### config.mk
export PLATFORM = sky130hd
export DESIGN_NAME = quoted_command_line_tokenizer_core_flat
export DESIGN_NICKNAME = d
export VERILOG_FILES = /design/src/qclt_pkg.sv /design/src/qclt_if.sv /design/src/quoted_command_line_tokenizer_core.sv /design/src/qclt_step.sv /design/src/qclt_res_fifo.sv /design/src/flat_wrapper.sv
export SDC_FILE = /design/constraint.sdc
export NUM_CORES = 1
export LEC_CHECK = 0
export ABC_AREA = 1
export BUFFER_PORTS_ARGS = -buffer_cell sky130_fd_sc_hd__buf_2
export CAP_MARGIN = 10
export CORE_AREA = 2 2 68 103
export DETAILED_ROUTE_END_ITERATION = 8
export DIE_AREA = 0 0 70 105
export PLACE_DENSITY_LB_ADDON = 0.3
export SLEW_MARGIN = 0
export SYNTH_ARGS = -nofsm -noshare
export SYNTH_HDL_FRONTEND = slang
export SYNTH_SLANG_ARGS = --single-unit
### constraint.sdc
create_clock -name clk_i -period 2.5 [get_ports clk_i]
set_input_delay 0.25 -clock clk_i [delete_from_list [all_inputs] [get_ports clk_i]]
set_output_delay 0.25 -clock clk_i [all_outputs]
set_load 0.05 [all_outputs]
### src/qclt_pkg.sv
// package for the quoted command line tokenizer
// shared types, character codes, scan mode codes and helper functions
`default_nettype none

package qclt_pkg;

  localparam int unsigned RES_DEPTH = 4;
  localparam int unsigned RES_PTR_W = $clog2(RES_DEPTH);
  localparam int unsigned RES_CNT_W = $clog2(RES_DEPTH + 1);

  localparam logic [1:0] MODE_BETWEEN       = 2'd0;
  localparam logic [1:0] MODE_WORD          = 2'd1;
  localparam logic [1:0] MODE_QUOTED        = 2'd2;
  localparam logic [1:0] MODE_QUOTE_PENDING = 2'd3;

  localparam logic [0:0] CFG_ESCAPE_MODE      = 1'd0;
  localparam logic [0:0] CFG_CLOSE_UNBALANCED = 1'd1;

  localparam logic OP_BYTE = 1'b0;
  localparam logic OP_EOL  = 1'b1;

  localparam logic [7:0] CH_SPACE  = 8'h20;
  localparam logic [7:0] CH_TAB    = 8'h09;
  localparam logic [7:0] CH_QUOTE  = 8'h27;
  localparam logic [7:0] CH_BSLASH = 8'h5C;
  localparam logic [7:0] CH_QMARK  = 8'h3F;
  localparam logic [7:0] CH_STAR   = 8'h2A;
  localparam logic [7:0] CH_LBRACK = 8'h5B;
  localparam logic [7:0] CH_RBRACK = 8'h5D;

  typedef struct packed {
    logic [7:0] out_byte;
    logic       has_byte;
    logic       token_end;
    logic       line_end;
    logic       error;
  } result_t;

  typedef struct packed {
    logic [1:0] scan_mode;
    logic       token_seen;
  } scan_state_t;

  typedef struct packed {
    logic [1:0] count;
    result_t    res0;
    result_t    res1;
  } push_t;

  function automatic logic is_blank(input logic [7:0] c);
    return (c == CH_SPACE) || (c == CH_TAB);
  endfunction

  function automatic logic is_special(input logic [7:0] c);
    return (c == CH_BSLASH) || (c == CH_QMARK) || (c == CH_STAR) ||
           (c == CH_LBRACK) || (c == CH_RBRACK);
  endfunction

  function automatic result_t mk_res(input logic [7:0] b, input logic has,
                                     input logic tend, input logic lend,
                                     input logic err);
    result_t r;
    r.out_byte  = has ? b : 8'd0;
    r.has_byte  = has;
    r.token_end = tend;
    r.line_end  = lend;
    r.error     = err;
    return r;
  endfunction

endpackage

`default_nettype wire

### src/qclt_if.sv
// item channel interfaces for the quoted command line tokenizer
// depends on nothing; input channel carries op and in_byte, output channel one result
`default_nettype none

interface qclt_in_if;
  logic       valid;
  logic       ready;
  logic       op;
  logic [7:0] in_byte;

  modport source (output valid, output op, output in_byte, input ready);
  modport sink (input valid, input op, input in_byte, output ready);
endinterface

interface qclt_out_if;
  logic       valid;
  logic       ready;
  logic [7:0] out_byte;
  logic       has_byte;
  logic       token_end;
  logic       line_end;
  logic       error;

  modport source (output valid, output out_byte, output has_byte, output token_end,
                  output line_end, output error, input ready);
  modport sink (input valid, input out_byte, input has_byte, input token_end,
                input line_end, input error, output ready);
endinterface

`default_nettype wire

### src/quoted_command_line_tokenizer_core.sv
// Tokenizer core: takes one line byte or end-of-line item per cycle while the result
// queue has room and returns token characters, token ends and line ends. Each accepted
// item updates the scan state in the same cycle and leaves zero, one or two results in
// a four-entry result queue; results are registered in the queue and leave at one per
// cycle while the output is ready. Input ready stays high while the queue has two free
// entries, so items flow at one per cycle; an escaped quoted character yields two
// results and the output port then sets the pace at one result per cycle. Depends on
// qclt_pkg, qclt_if, qclt_step and qclt_res_fifo.
`default_nettype none

module quoted_command_line_tokenizer_core (
  input  var logic       clk_i,
  input  var logic       rst_ni,
  input  var logic       cfg_we_i,
  input  var logic [0:0] cfg_idx_i,
  input  var logic [0:0] cfg_wdata_i,
  qclt_in_if.sink        in_if,
  qclt_out_if.source     out_if
);
  import qclt_pkg::*;

  logic        esc_q, close_q;
  scan_state_t st_q, st_d;
  push_t       step_push, push;
  result_t     head;
  logic        in_acc, room, head_valid;

  assign in_if.ready = room;
  assign in_acc      = in_if.valid && room;

  qclt_step u_step (
    .st_i    (st_q),
    .esc_i   (esc_q),
    .close_i (close_q),
    .op_i    (in_if.op),
    .c_i     (in_if.in_byte),
    .st_o    (st_d),
    .push_o  (step_push)
  );

  always_comb begin
    push = step_push;
    if (!in_acc) begin
      push.count = 2'd0;
    end
  end

  qclt_res_fifo u_fifo (
    .clk_i   (clk_i),
    .rst_ni  (rst_ni),
    .push_i  (push),
    .pop_i   (out_if.ready),
    .head_o  (head),
    .valid_o (head_valid),
    .room_o  (room)
  );

  assign out_if.valid     = head_valid;
  assign out_if.out_byte  = head.out_byte;
  assign out_if.has_byte  = head.has_byte;
  assign out_if.token_end = head.token_end;
  assign out_if.line_end  = head.line_end;
  assign out_if.error     = head.error;

  always_ff @(posedge clk_i or negedge rst_ni) begin
    if (!rst_ni) begin
      esc_q   <= 1'b1;
      close_q <= 1'b0;
      st_q    <= '0;
    end else begin
      if (cfg_we_i && cfg_idx_i == CFG_ESCAPE_MODE) begin
        esc_q <= cfg_wdata_i[0];
      end
      if (cfg_we_i && cfg_idx_i == CFG_CLOSE_UNBALANCED) begin
        close_q <= cfg_wdata_i[0];
      end
      if (in_acc) begin
        st_q <= st_d;
      end
    end
  end

`ifndef SYNTH
  a_eol_clears: assert property (@(posedge clk_i) disable iff (!rst_ni)
    (in_acc && in_if.op == OP_EOL) |=> (st_q == '0))
    else $error("scan state not cleared after end of line");
  a_two_needs_esc: assert property (@(posedge clk_i) disable iff (!rst_ni)
    (push.count == 2'd2) |-> (esc_q && st_q.scan_mode == MODE_QUOTED))
    else $error("two results outside escaped quote");
  a_err_is_eol: assert property (@(posedge clk_i) disable iff (!rst_ni)
    (head_valid && head.error) |-> (head.line_end && !head.token_end && !head.has_byte))
    else $error("error result malformed");
  a_eol_one_result: assert property (@(posedge clk_i) disable iff (!rst_ni)
    (in_acc && in_if.op == OP_EOL) |-> (push.count == 2'd1 && push.res0.line_end))
    else $error("end of line without line end result");
`endif

endmodule

`default_nettype wire

### src/qclt_step.sv
// scan step: next scan state and up to two results for one item
// depends on qclt_pkg
`default_nettype none

module qclt_step (
  input  var qclt_pkg::scan_state_t st_i,
  input  var logic                  esc_i,
  input  var logic                  close_i,
  input  var logic                  op_i,
  input  var logic [7:0]            c_i,
  output var qclt_pkg::scan_state_t st_o,
  output var qclt_pkg::push_t       push_o
);
  import qclt_pkg::*;

  logic unq;

  always_comb begin
    st_o        = st_i;
    push_o      = '0;
    unq         = 1'b0;
    if (op_i == OP_EOL) begin
      push_o.count = 2'd1;
      case (st_i.scan_mode)
        MODE_BETWEEN: begin
          push_o.res0 = mk_res(8'd0, 1'b0, !st_i.token_seen, 1'b1, 1'b0);
        end
        MODE_QUOTED: begin
          push_o.res0 = mk_res(8'd0, 1'b0, close_i, 1'b1, !close_i);
        end
        default: begin
          push_o.res0 = mk_res(8'd0, 1'b0, 1'b1, 1'b1, 1'b0);
        end
      endcase
      st_o = '0;
    end else begin
      case (st_i.scan_mode)
        MODE_QUOTED: begin
          if (c_i == CH_QUOTE) begin
            st_o.scan_mode = MODE_QUOTE_PENDING;
          end else if (esc_i && is_special(c_i)) begin
            push_o.count = 2'd2;
            push_o.res0  = mk_res(CH_BSLASH, 1'b1, 1'b0, 1'b0, 1'b0);
            push_o.res1  = mk_res(c_i, 1'b1, 1'b0, 1'b0, 1'b0);
          end else begin
            push_o.count = 2'd1;
            push_o.res0  = mk_res(c_i, 1'b1, 1'b0, 1'b0, 1'b0);
          end
        end
        MODE_QUOTE_PENDING: begin
          if (c_i == CH_QUOTE) begin
            st_o.scan_mode = MODE_QUOTED;
            push_o.count   = 2'd1;
            push_o.res0    = mk_res(CH_QUOTE, 1'b1, 1'b0, 1'b0, 1'b0);
          end else begin
            unq = 1'b1;
          end
        end
        default: begin
          unq = 1'b1;
        end
      endcase
      if (unq) begin
        // closing quote counts as being inside a word
        if (is_blank(c_i)) begin
          st_o.scan_mode = MODE_BETWEEN;
          if (st_i.scan_mode == MODE_WORD || st_i.scan_mode == MODE_QUOTE_PENDING) begin
            push_o.count = 2'd1;
            push_o.res0  = mk_res(8'd0, 1'b0, 1'b1, 1'b0, 1'b0);
          end
        end else if (c_i == CH_QUOTE) begin
          st_o.token_seen = 1'b1;
          st_o.scan_mode  = MODE_QUOTED;
        end else begin
          st_o.token_seen = 1'b1;
          st_o.scan_mode  = MODE_WORD;
          push_o.count    = 2'd1;
          push_o.res0     = mk_res(c_i, 1'b1, 1'b0, 1'b0, 1'b0);
        end
      end
    end
  end

endmodule

`default_nettype wire

### src/qclt_res_fifo.sv
// result queue: takes up to two results a cycle, gives one a cycle while pop_i is high
// depends on qclt_pkg
`default_nettype none

module qclt_res_fifo (
  input  var logic              clk_i,
  input  var logic              rst_ni,
  input  var qclt_pkg::push_t   push_i,
  input  var logic              pop_i,
  output var qclt_pkg::result_t head_o,
  output var logic              valid_o,
  output var logic              room_o
);
  import qclt_pkg::*;

  result_t                mem_q [RES_DEPTH];
  logic [RES_PTR_W-1:0]   wptr_q, wptr_d, rptr_q, rptr_d;
  logic [RES_CNT_W-1:0]   count_q, count_d;
  logic                   pop;

  assign valid_o = (count_q != '0);
  assign room_o  = (count_q <= RES_CNT_W'(RES_DEPTH - 2));
  assign head_o  = mem_q[rptr_q];
  assign pop     = pop_i && valid_o;

  always_comb begin
    wptr_d  = wptr_q + RES_PTR_W'(push_i.count);
    rptr_d  = rptr_q + RES_PTR_W'(pop);
    count_d = count_q + RES_CNT_W'(push_i.count) - RES_CNT_W'(pop);
  end

  always_ff @(posedge clk_i) begin
    if (push_i.count != 2'd0) begin
      mem_q[wptr_q] <= push_i.res0;
    end
    if (push_i.count == 2'd2) begin
      mem_q[wptr_q + RES_PTR_W'(1)] <= push_i.res1;
    end
  end

  always_ff @(posedge clk_i or negedge rst_ni) begin
    if (!rst_ni) begin
      wptr_q  <= '0;
      rptr_q  <= '0;
      count_q <= '0;
    end else begin
      wptr_q  <= wptr_d;
      rptr_q  <= rptr_d;
      count_q <= count_d;
    end
  end

`ifndef SYNTH
  a_no_overflow: assert property (@(posedge clk_i) disable iff (!rst_ni)
    count_q <= RES_CNT_W'(RES_DEPTH))
    else $error("result queue overflow");
  a_push_with_room: assert property (@(posedge clk_i) disable iff (!rst_ni)
    (push_i.count != 2'd0) |-> room_o)
    else $error("push without room");
  a_ptr_gap: assert property (@(posedge clk_i) disable iff (!rst_ni)
    RES_PTR_W'(count_q) == RES_PTR_W'(wptr_q - rptr_q))
    else $error("pointers disagree with count");
`endif

endmodule

`default_nettype wire

### src/flat_wrapper.sv
// flat-port wrapper written by rule: the top's interface ports become plain ports
module quoted_command_line_tokenizer_core_flat import qclt_pkg::*;
  (clk_i, rst_ni, cfg_we_i, cfg_idx_i, cfg_wdata_i, in_if_valid, in_if_op, in_if_in_byte, in_if_ready, out_if_valid, out_if_out_byte, out_if_has_byte, out_if_token_end, out_if_line_end, out_if_error, out_if_ready);
  qclt_in_if in_if_i ();
  qclt_out_if out_if_i ();
  input  var logic clk_i;
  input  var logic rst_ni;
  input  var logic cfg_we_i;
  input  var logic [0:0] cfg_idx_i;
  input  var logic [0:0] cfg_wdata_i;
  input wire logic [$bits(in_if_i.valid)-1:0] in_if_valid;
  input wire logic [$bits(in_if_i.op)-1:0] in_if_op;
  input wire logic [$bits(in_if_i.in_byte)-1:0] in_if_in_byte;
  output wire logic [$bits(in_if_i.ready)-1:0] in_if_ready;
  output wire logic [$bits(out_if_i.valid)-1:0] out_if_valid;
  output wire logic [$bits(out_if_i.out_byte)-1:0] out_if_out_byte;
  output wire logic [$bits(out_if_i.has_byte)-1:0] out_if_has_byte;
  output wire logic [$bits(out_if_i.token_end)-1:0] out_if_token_end;
  output wire logic [$bits(out_if_i.line_end)-1:0] out_if_line_end;
  output wire logic [$bits(out_if_i.error)-1:0] out_if_error;
  input wire logic [$bits(out_if_i.ready)-1:0] out_if_ready;
  assign in_if_i.valid = in_if_valid;
  assign in_if_i.op = in_if_op;
  assign in_if_i.in_byte = in_if_in_byte;
  assign in_if_ready = in_if_i.ready;
  assign out_if_valid = out_if_i.valid;
  assign out_if_out_byte = out_if_i.out_byte;
  assign out_if_has_byte = out_if_i.has_byte;
  assign out_if_token_end = out_if_i.token_end;
  assign out_if_line_end = out_if_i.line_end;
  assign out_if_error = out_if_i.error;
  assign out_if_i.ready = out_if_ready;
  quoted_command_line_tokenizer_core u_core (.clk_i(clk_i), .rst_ni(rst_ni), .cfg_we_i(cfg_we_i), .cfg_idx_i(cfg_idx_i), .cfg_wdata_i(cfg_wdata_i), .in_if(in_if_i), .out_if(out_if_i));
endmodule
==> impl_metrics.json <==
{
  "run_status": "finished, final reports clean",
  "fp.dieW_um": 70,
  "worst-path-max-fanout": 6,
  "placed_cells_incl_taps": 554,
  "vert_die_dim_um": 105,
  "arrival_time_at_the_worst_endpoint_ps": 2680,
  "asyncSetResetFlopFracSynth": 0.200,
  "pin_count": 30,
  "detail_route.wl_per_cell_um": 15.0,
  "busiest_layer": "met2",
  "timing.fmax_mhz": 416,
  "worst-r2r-cell-count": 16,
  "synth.top_cell.area_share": 0.318,
  "number_of_nets_in_the_synthesized_netlist": 441,
  "count_of_flip_flops_with_a_built_in_enable_after_synthesis": 36,
  "hold_path_class": "input pin to flop",
  "net-switching-power_w": 0.00211,
  "synth.area.top_cells": "sky130_fd_sc_hd__edfxtp_1 (32%), sky130_fd_sc_hd__dfrtp_1 (8.1%), sky130_fd_sc_hd__dfxtp_1 (7.1%)",
  "initial_utilization": 0.532,
  "place_ws_ps": -120,
  "synth_seq_area_share": 0.477,
  "timing.rr.start": "u_core.st_q[2]",
  "ys_warn_count": 0,
  "clock_insertion_delay_worst_skew_ps": 360,
  "ctsLongestPathBuffers": 2,
  "synth.ff_latch_count": 60,
  "remaining_drc_errors": 0,
  "via_per_inst": 5.59,
  "area_growth_synth_to_finish_pct": 24.0,
  "global_route_wire_length_before_repair_mm": 14.4,
  "nFillCells": 526,
  "finalMaxSlewViolations": 0,
  "vdd_drop_max_uv": 1060,
  "timing.critical_path.required_ps": 2780,
  "io_buffers": 29,
  "layout-drive-gt1-share": 0.260,
  "finalHoldViolations": 0,
  "first_global_vias": 3086,
  "multiInputGateArea_sq_um": 1600,
  "most_frequently_used_flop_master_after_synthesis": "sky130_fd_sc_hd__edfxtp_1",
  "maximum_number_of_pins_on_one_net_before_global_route_repair": 26,
  "post-route-min-period_ps": 2400,
  "final-seq-area_sq_um": 1620,
  "yosysTopAreaCell": "sky130_fd_sc_hd__edfxtp_1",
  "netSwitchingFraction": 0.462,
  "clkSinkCount": 60,
  "syn-cell-area_sq_um": 3400,
  "clockRootBuffer": "sky130_fd_sc_hd__clkbuf_8",
  "route.vias.total": 3218,
  "syn_avg_cell_area_sq_um": 8.13,
  "cellPowerDensity_nw_per_um2": 1080,
  "grtUsageMet3": 0.0704,
  "antenna_violating_nets_post_route": 0,
  "cellLeakagePower_nw": 1.83,
  "antenna_found_initial": 0,
  "wirelength_mm": 8.65,
  "path_clk_slew_ps": 60,
  "ys_top_cells_by_count": "sky130_fd_sc_hd__nor2_1 (64), sky130_fd_sc_hd__nand2_1 (61), sky130_fd_sc_hd__o21ai_0 (44)",
  "place.gp.congestion": 0.947,
  "antennaDiodeCount": 0,
  "layout.cells.non_filler": 576,
  "critical_path.startpoint": "u_core.st_q[2]",
  "die-area_sq_um": 7350,
  "global_route.usage.met2": 0.452,
  "max_cap_violations": 0,
  "crit-reg2reg-capture": "u_core.u_fifo.count_q[2]",
  "placement_rows": 36,
  "num-nets-final": 517,
  "max_slew.worst_pin.slew_ps": 661,
  "clock_tree.htree_level_count": 3,
  "first_pass_iters": 7,
  "r2r_slack_ps": 100,
  "core_sq_um": 6400,
  "clock_tree_from_tritoncts": "yes",
  "seq_power_share": 0.322,
  "post-dp-hpwl_mm": 6.53,
  "drt-initial-drc-count": 284,
  "power_frac_clock": 0.177,
  "setup_viol": 0,
  "total_congestion_overflow": 0,
  "grtUsageTotal": 0.253,
  "skew_ps": 7.63,
  "final_cell_area_sq_um": 4220,
  "syn-instance-count": 419,
  "core_util_final": 0.660,
  "number_of_clock_buffers_inserted_by_tritoncts": 9,
  "endpoint_kind": "flop",
  "placed_cell_area_sq_um": 3950,
  "groute.layer.met1.usage": 0.268,
  "p_comb_frac": 0.501,
  "synthDistinctLibCells": 38,
  "cp-endpoint": "u_core.u_fifo.count_q[2]",
  "timing.max_slew.rel_slack": 0.559,
  "critical_path_class": "flop to flop",
  "setup_ws_ps": 98.5,
  "synth.most_common_cell": "sky130_fd_sc_hd__nor2_1",
  "setup.worst_path.start_class": "flop",
  "final.period_utilization": 0.961,
  "power.internal_w": 0.00246
}
[what timing repair did]
action | 4_1_cts | 5_1_grt
setup buffers | 0 | 5
hold buffers | 1 | 0
gates resized for setup | 0 | 12
endpoints found under the hold margin | 11 | 0
endpoints found under the setup margin | 0 | 1
[cells by family after synthesis]
kind of cell,after synthesis,synth area share
AND/OR/NAND/NOR,192,0.259
AO/OA/AOI/OAI,100,0.158
flip-flops,60,0.477
buffers and inverters,56,0.0695
adder cells (fa/ha/maj),6,0.0243
XOR/XNOR,5,0.0129
[layout make-up]
| type | count | share of cell area |
|---|---|---|
| Clock buffer | 10 | 0.0302 |
| Inverter | 41 | 0.0371 |
| Multi-Input combinational cell | 303 | 0.378 |
| Tap cell | 76 | 0.0225 |
| Timing Repair Buffer | 80 | 0.135 |
| Sequential cell | 60 | 0.385 |
| Clock inverter | 6 | 0.0130 |
[registers in the layout, summed over array words and instances (netlist names)]
register and cells:
u_core.close_q 1, u_core.esc_q 1, u_core.st_q 3, u_core.u_fifo.count_q 3, u_core.u_fifo.mem_q 48, u_core.u_fifo.rptr_q 2
u_core.u_fifo.wptr_q 2
[layout by cell type (no fill, tap or decap), types with 2 or more instances in the layout]
cell type,count
sky130_fd_sc_hd__buf_12,3
sky130_fd_sc_hd__dfrtp_1,11
sky130_fd_sc_hd__o22ai_1,21
sky130_fd_sc_hd__inv_2,7
sky130_fd_sc_hd__ha_1,4
sky130_fd_sc_hd__buf_4,47
sky130_fd_sc_hd__clkinv_1,4
sky130_fd_sc_hd__buf_2,29
sky130_fd_sc_hd__edfxtp_1,36
sky130_fd_sc_hd__xor2_1,3
sky130_fd_sc_hd__dfxtp_1,12
sky130_fd_sc_hd__o21ai_0,44
sky130_fd_sc_hd__nand2_2,9
sky130_fd_sc_hd__nor2_2,3
sky130_fd_sc_hd__nand4_1,4
sky130_fd_sc_hd__nand3_1,42
sky130_fd_sc_hd__inv_1,31
sky130_fd_sc_hd__nand2_1,59
sky130_fd_sc_hd__nand2_4,4
sky130_fd_sc_hd__clkbuf_8,9
sky130_fd_sc_hd__nor2_4,3
sky130_fd_sc_hd__a31oi_1,2
sky130_fd_sc_hd__a21oi_1,21
sky130_fd_sc_hd__nor2_1,61
sky130_fd_sc_hd__o21ai_1,7
sky130_fd_sc_hd__nand3_2,2
sky130_fd_sc_hd__clkinv_2,2
[worst min-delay path by stage]
stage / startpoint / endpoint / slack, ps / cells past startpoint
5_1_grt: cfg_we_i / u_core.esc_q / 90 / 2
4_1_cts: cfg_we_i / u_core.esc_q / 80 / 2
3_3_place_gp: rst_ni / u_core.u_fifo.rptr_q[0] / 140 / 1
3_5_place_dp: rst_ni / u_core.u_fifo.rptr_q[1] / 140 / 1
2_1_floorplan: rst_ni / u_core.close_q / -50 / 0
6_report: cfg_we_i / u_core.esc_q / 90 / 2
[per-stage QoR]
step,hold slack (ps),power [W],setup TNS [ps]
2_1_floorplan,-45.6,0.00310,0
3_3_place_gp,135,0.00366,-21.0
3_5_place_dp,143,0.00373,-120
4_1_cts,75.7,0.00454,0
5_1_grt,87.7,0.00486,-18.9
6_report,88.2,0.00457,0
[layer usage]
metal | vias up | wire, um
met1 | 1477 | 3260
met2 | 120 | 4660
met4 | 0 | 266
met5 | - | 0
li1 | 1593 | -
met3 | 28 | 467
[critical path, cell delays in order, from the launching register on]
cell and delay (ps):
sky130_fd_sc_hd__dfrtp_1 370, sky130_fd_sc_hd__inv_2 70, sky130_fd_sc_hd__nor2_4 130, sky130_fd_sc_hd__inv_4 70
sky130_fd_sc_hd__nor2_4 90, sky130_fd_sc_hd__nand2_2 80, sky130_fd_sc_hd__nand3_2 60, sky130_fd_sc_hd__nand2_2 60
sky130_fd_sc_hd__nand2_2 70, sky130_fd_sc_hd__nand2_4 50, sky130_fd_sc_hd__ha_1 280, sky130_fd_sc_hd__inv_1 60
sky130_fd_sc_hd__ha_2 170, sky130_fd_sc_hd__inv_2 40, sky130_fd_sc_hd__fa_2 400, sky130_fd_sc_hd__xnor2_2 180
sky130_fd_sc_hd__xor2_1 150
[power by group through the flow]
stage | combinational [W] | clock [W] | sequential, W
finish | 0.00229 | 0.000808 | 0.00147
global route | 0.00248 | 0.000878 | 0.00150
CTS | 0.00225 | 0.000824 | 0.00147
detailed placement | 0.00224 | 0 | 0.00149
global placement | 0.00219 | 0 | 0.00148
floorplan | 0.00163 | 0 | 0.00147
Power figures use the tool's default switching activity.
